==> config.mk <==
export PLATFORM = sky130hd
export DESIGN_NAME = cht_ctrl
export DESIGN_NICKNAME = d
export VERILOG_FILES = /design/src/rtl/cht_pkg.sv /design/src/rtl/cht_ctrl.sv
export SDC_FILE = /design/constraint.sdc
export NUM_CORES = 1
export LEC_CHECK = 0
export ABC_AREA = 1
export BUFFER_PORTS_ARGS = -buffer_cell sky130_fd_sc_hd__buf_2
export CAP_MARGIN = 5
export CORE_UTILIZATION = 55
export CTS_CLUSTER_DIAMETER = 40
export DETAILED_ROUTE_END_ITERATION = 7
export PLACE_DENSITY = 0.82
export SLEW_MARGIN = 0
export SYNTH_ARGS = -nofsm -noshare
export SYNTH_HDL_FRONTEND = slang
export SYNTH_SLANG_ARGS = --single-unit
export TNS_END_PERCENT = 50
==> constraint.sdc <==
create_clock -name clk -period 1.58 [get_ports clk]
set_clock_uncertainty 0.05 [all_clocks]
set_input_delay 0.158 -clock clk [delete_from_list [all_inputs] [get_ports clk]]
set_output_delay 0.158 -clock clk [all_outputs]
set_load 0.1 [all_outputs]
==> src/rtl/cht_pkg.sv <==
package cht_pkg;

  // Operation codes carried in the opcode field.
  localparam logic [1:0] OP_INSERT = 2'd0;
  localparam logic [1:0] OP_LOOKUP = 2'd1;
  localparam logic [1:0] OP_DELETE = 2'd2;

  // Result status codes.
  localparam logic [1:0] ST_OK       = 2'd0;
  localparam logic [1:0] ST_DUP      = 2'd1;
  localparam logic [1:0] ST_NOTFOUND = 2'd2;
  localparam logic [1:0] ST_FULL     = 2'd3;

  // Configuration register indexes.
  localparam logic [2:0] REG_MULT1 = 3'd0;
  localparam logic [2:0] REG_ADD1  = 3'd1;
  localparam logic [2:0] REG_MULT2 = 3'd2;
  localparam logic [2:0] REG_ADD2  = 3'd3;
  localparam logic [2:0] REG_PRIME = 3'd4;
  localparam logic [2:0] REG_SIZE  = 3'd5;

  // Reset values of the configuration registers.
  localparam logic [63:0] RST_MULT  = 64'd1;
  localparam logic [63:0] RST_ADD   = 64'd0;
  localparam logic [63:0] RST_PRIME = 64'd2305843009213693951;
  localparam logic [3:0]  RST_SIZE  = 4'd3;
  localparam logic [4:0]  MIN_SIZE  = 5'd3;

  // Number of one-bit steps in the modulo unit.
  localparam logic [6:0] DIV_STEPS = 7'd64;

  typedef struct packed {
    logic [1:0]         opcode;
    logic signed [31:0] lookup_key;
    logic [31:0]        entry_value;
  } in_item_t;

  typedef struct packed {
    logic [1:0]         status;
    logic [31:0]        result_value;
    logic signed [31:0] displaced_key;
  } out_item_t;

  // One slot of a way: occupied flag, key and value.
  typedef struct packed {
    logic        busy;
    logic [31:0] key;
    logic [31:0] value;
  } slot_t;

  // Which hash the controller asks for.
  typedef enum logic [1:0] {
    HSEL_WAY1 = 2'd0,
    HSEL_WAY2 = 2'd1,
    HSEL_KICK = 2'd2
  } hash_sel_t;

  typedef struct packed {
    logic      clear_step;
    logic      accept;
    logic      hash_start;
    hash_sel_t hash_sel;
    logic      mem_read;
    logic      decide;
    logic      kick_step;
    logic      out_load;
  } dp_cmd_t;

  typedef struct packed {
    logic clear_done;
    logic hash_done;
    logic need_kick;
    logic kick_end;
    logic out_free;
  } dp_status_t;

endpackage

==> src/rtl/cht_ctrl.sv <==
module cht_ctrl (
  input  logic                clk,
  input  logic                rst,
  input  logic                in_valid,
  output logic                in_stall,
  output cht_pkg::dp_cmd_t    cmd,
  input  cht_pkg::dp_status_t stat
);
  import cht_pkg::*;

  typedef enum logic [12:0] {
    S_CLEAR  = 13'b0000000000001,
    S_IDLE   = 13'b0000000000010,
    S_HASH1  = 13'b0000000000100,
    S_WAIT1  = 13'b0000000001000,
    S_HASH2  = 13'b0000000010000,
    S_WAIT2  = 13'b0000000100000,
    S_READ   = 13'b0000001000000,
    S_DECIDE = 13'b0000010000000,
    S_KHASH  = 13'b0000100000000,
    S_KWAIT  = 13'b0001000000000,
    S_KREAD  = 13'b0010000000000,
    S_KSTEP  = 13'b0100000000000,
    S_DONE   = 13'b1000000000000
  } state_t;

  state_t state, state_next;

  assign in_stall = (state != S_IDLE);

  // Next state and commands to the datapath.
  always_comb begin
    state_next = state;
    cmd        = '0;
    cmd.hash_sel = HSEL_WAY1;
    case (state)
      S_CLEAR: begin
        if (stat.clear_done) begin
          state_next = S_IDLE;
        end else begin
          cmd.clear_step = 1'b1;
        end
      end
      S_IDLE: begin
        if (in_valid) begin
          cmd.accept = 1'b1;
          state_next = S_HASH1;
        end
      end
      S_HASH1: begin
        cmd.hash_start = 1'b1;
        state_next     = S_WAIT1;
      end
      S_WAIT1: begin
        if (stat.hash_done) begin
          state_next = S_HASH2;
        end
      end
      S_HASH2: begin
        cmd.hash_start = 1'b1;
        cmd.hash_sel   = HSEL_WAY2;
        state_next     = S_WAIT2;
      end
      S_WAIT2: begin
        if (stat.hash_done) begin
          state_next = S_READ;
        end
      end
      S_READ: begin
        cmd.mem_read = 1'b1;
        state_next   = S_DECIDE;
      end
      S_DECIDE: begin
        cmd.decide = 1'b1;
        state_next = stat.need_kick ? S_KHASH : S_DONE;
      end
      S_KHASH: begin
        cmd.hash_start = 1'b1;
        cmd.hash_sel   = HSEL_KICK;
        state_next     = S_KWAIT;
      end
      S_KWAIT: begin
        if (stat.hash_done) begin
          state_next = S_KREAD;
        end
      end
      S_KREAD: begin
        cmd.mem_read = 1'b1;
        state_next   = S_KSTEP;
      end
      S_KSTEP: begin
        cmd.kick_step = 1'b1;
        state_next    = stat.kick_end ? S_DONE : S_KHASH;
      end
      S_DONE: begin
        if (stat.out_free) begin
          cmd.out_load = 1'b1;
          state_next   = S_IDLE;
        end
      end
      default: begin
        state_next = S_IDLE;
      end
    endcase
  end

  always_ff @(posedge clk) begin
    if (rst) begin
      state <= S_CLEAR;
    end else begin
      state <= state_next;
    end
  end

`ifndef NO_ASSERTIONS
  // An accepted transaction always starts with the first-way hash.
  a_accept_hash: assert property (@(posedge clk) disable iff (rst)
    (in_valid && !in_stall) |=> (state == S_HASH1))
    else $error("accepted transaction did not start hashing");
  // No transaction is taken during the clearing pass.
  a_clear_stall: assert property (@(posedge clk) disable iff (rst)
    (state == S_CLEAR) |-> in_stall)
    else $error("input accepted during clearing pass");
`endif

endmodule

==> metrics <==
outcome=finished with violations; violated checks=setup timing; register area share after synthesis=23.4%; Worst R2R Start=state[10]$_SDFFE_PP0P_; Clock transition at path regs=90 ps; Min Hold Slack=72.4 ps; met2 global-route usage=70.6%; Crit Path Class=reg2reg; antenna cells=0; cts bufs inserted=3; vias per inst=6.38; hpwl dp=2090 µm; Area Growth Syn to Fin=50.0%; worst hold path type=in2reg; final setup violation count=18; DRC=0; Avg WL per Cell=22.7 µm; share of cells above drive strength 1=47.8%; synthesized net count=181; fmax=509 MHz; Die Y=47.0 µm; Post-Route WL=5310 µm; family with the most delay on the worst path=simple AND/OR/NAND/NOR gates; number of global-route vias before repair=1,293; final core utilization=92.7%; worst-path cell chain=nor2_4, nand2_4, nor2_8, buf_12, buf_4, nand3_1, nand2_1, inv_1, nand2_1, nand2_1, nand2_1, nor2_1; largest net degree at the start of global routing=9; Largest register FFs=13; global placement routability congestion=0.951; CTS tree=built; Worst-Margin Slew=330 ps; CTS root buffer=clkbuf_4; drt initial violations=191; DIE AREA=0.00221 mm²; first-pass GRT wire length=6120 µm; GRT met1 Usage=45.8%; Top Usage Layer GRT=met2; Largest regs=state (13); initial antenna violation count=0; cell row count=15; crit start category=flip-flop; Final #Nets=218; Antenna Nets Post-Route=0; pre-CTS WS=-9.07 ps; Leak=0.928 nW; Critical Path AT=2110 ps; vias post-DR=1,494; final period utilization=124%; Min-Delay Startpoint=rst; core footprint=0.00180 mm²; CP Max Fanout=6; MaxCap Viol Count=0; Worst Setup End Kind=flip-flop; Cell variety after synth=19; total track usage=41.1%; Final Hold Viols=0; synthesized cell area=0.00111 mm²; PwrDens=614 mW/mm²; Slew HR=77.9%; number of synthesized register bits=13; met3 GRT Util=10.0%; crit path from=state[10]$_SDFFE_PP0P_; global route overflow=0; clk buf depth=2; unrepaired setup endpoints after global routing=true; final setup margin=-386 ps; I/O pin cnt=18; First-pass DRT Iterations=7; minimum clock period=1970 ps; total power=1.03 mW; Crit-path slowest cell=dfxtp_2; # hold bufs at CTS=0; # H-tree levels=1; WP data required=1720 ps; most frequent CP cell=nand2_1; Buf+Inv Stages, Crit Path=3; synth warn=0; critical path's largest stage delay=360 ps; Synth Instances=173; Avg Cell Area, Syn=6.44 µm²; starting density of the core=61.8%; worst skew pair latency=310 ps; largest register by flop count=state; maximum vdd drop=0.499 mV; clk sinks=13; Die Span X=47.0 µm; number of port buffers=17; Slew Limit Fails=0
-- placed cells by master, fill, tap and decap left out, types with 3 or more instances in the layout --
cell      Yosys  routed
nand2_1      34      32
inv_1        38      31
nor2_1       33      28
buf_4         0      15
buf_12        1      12
nand3_1      10      10
dfxtp_2       0      10
nand2_4       5       9
nor2_4        1       8
buf_2         0       7
inv_2         2       6
nand2_2       9       6
nand3_4       2       5
nor2_2        7       5
nand3_2       7       4
nand3b_1      3       3
clkbuf_4      0       3
-- report_power, final --
group | total [mW] | leakage [nW] | switching (mW) | internal, mW
Clock | 0.238 | 0.0150 | 0.139 | 0.0990
Combinational | 0.425 | 0.802 | 0.296 | 0.129
Sequential | 0.362 | 0.110 | 0.0204 | 0.342
Total | 1.03 | 0.928 | 0.456 | 0.570
-- synthesized netlist by cell type --
cell / instances / area, µm²
nand3_4: 2 / 35.0
nor2_8: 2 / 40.0
a21oi_1: 2 / 10.0
nor2_2: 7 / 43.8
nor2_4: 1 / 11.3
buf_12: 1 / 20.0
inv_2: 2 / 7.51
nand3b_1: 3 / 22.5
o221ai_1: 1 / 8.76
nand3_2: 7 / 70.1
inv_1: 38 / 143
nand3_1: 10 / 50.1
dfxtp_1: 13 / 260
nand2_1: 34 / 128
a21oi_2: 2 / 17.5
nor2_1: 33 / 124
nand2_2: 9 / 56.3
clkdlybuf4s18_2: 1 / 10.0
nand2_4: 5 / 56.3
-- through the flow --
step                      cells  setup TNS (ps)  area, µm²
after CTS                   234           -1410       1630
after detailed placement    213           -17.1       1380
after global routing        234           -4470       1670
after global placement      213               0       1380
after floorplan             173            -445       1160
final                       234           -4220       1670
-- layout make-up --
| class | count | area [µm²] |
|---|---|---|
| well taps | 25 | 31.3 |
| clock buffers | 4 | 26.3 |
| fillers | 67 | 131 |
| flip-flops and latches | 13 | 277 |
| inverters | 40 | 160 |
| repair buffers | 34 | 388 |
| multi-input cells | 118 | 788 |
-- metal layers --
| layer | vias up | part of all wire (%) | wire length, µm |
|---|---|---|---|
| met5 | - | 0 | 0 |
| met2 | 163 | 43 | 2300 |
| li1 | 586 | - | - |
| met1 | 675 | 33 | 1740 |
| met4 | 0 | 11 | 590 |
| met3 | 70 | 13 | 676 |
-- repair_timing --
action,CTS,global route
setup buffers,17,0
gates resized for setup,23,13
pin swaps,11,3
setup endpoints to repair,11,19
-- cells by family (layout without fill, tap and decap cells) --
logic type	after synthesis	count (layout)	share of synthesized area, %
AND/OR/NAND/NOR	113	113	57.2
flip-flops	13	13	23.4
buffers and inverters	42	78	16.2
AO/OA/AOI/OAI	5	5	3.26
-- worst paths after layout --
| check | slack, ps | cells past startpoint | to |
|---|---|---|---|
| worst min register to register | 460 | 2 | state[9]$_SDFFE_PP0P_ |
| worst min-delay path | 70 | 2 | state[5]$_SDFFE_PP0P_ |
| worst max register to register | -390 | 12 | state[1]$_SDFFE_PP0P_ |
| worst max-delay path | -390 | 12 | state[1]$_SDFFE_PP0P_ |
(Power assumes the default switching activity.)
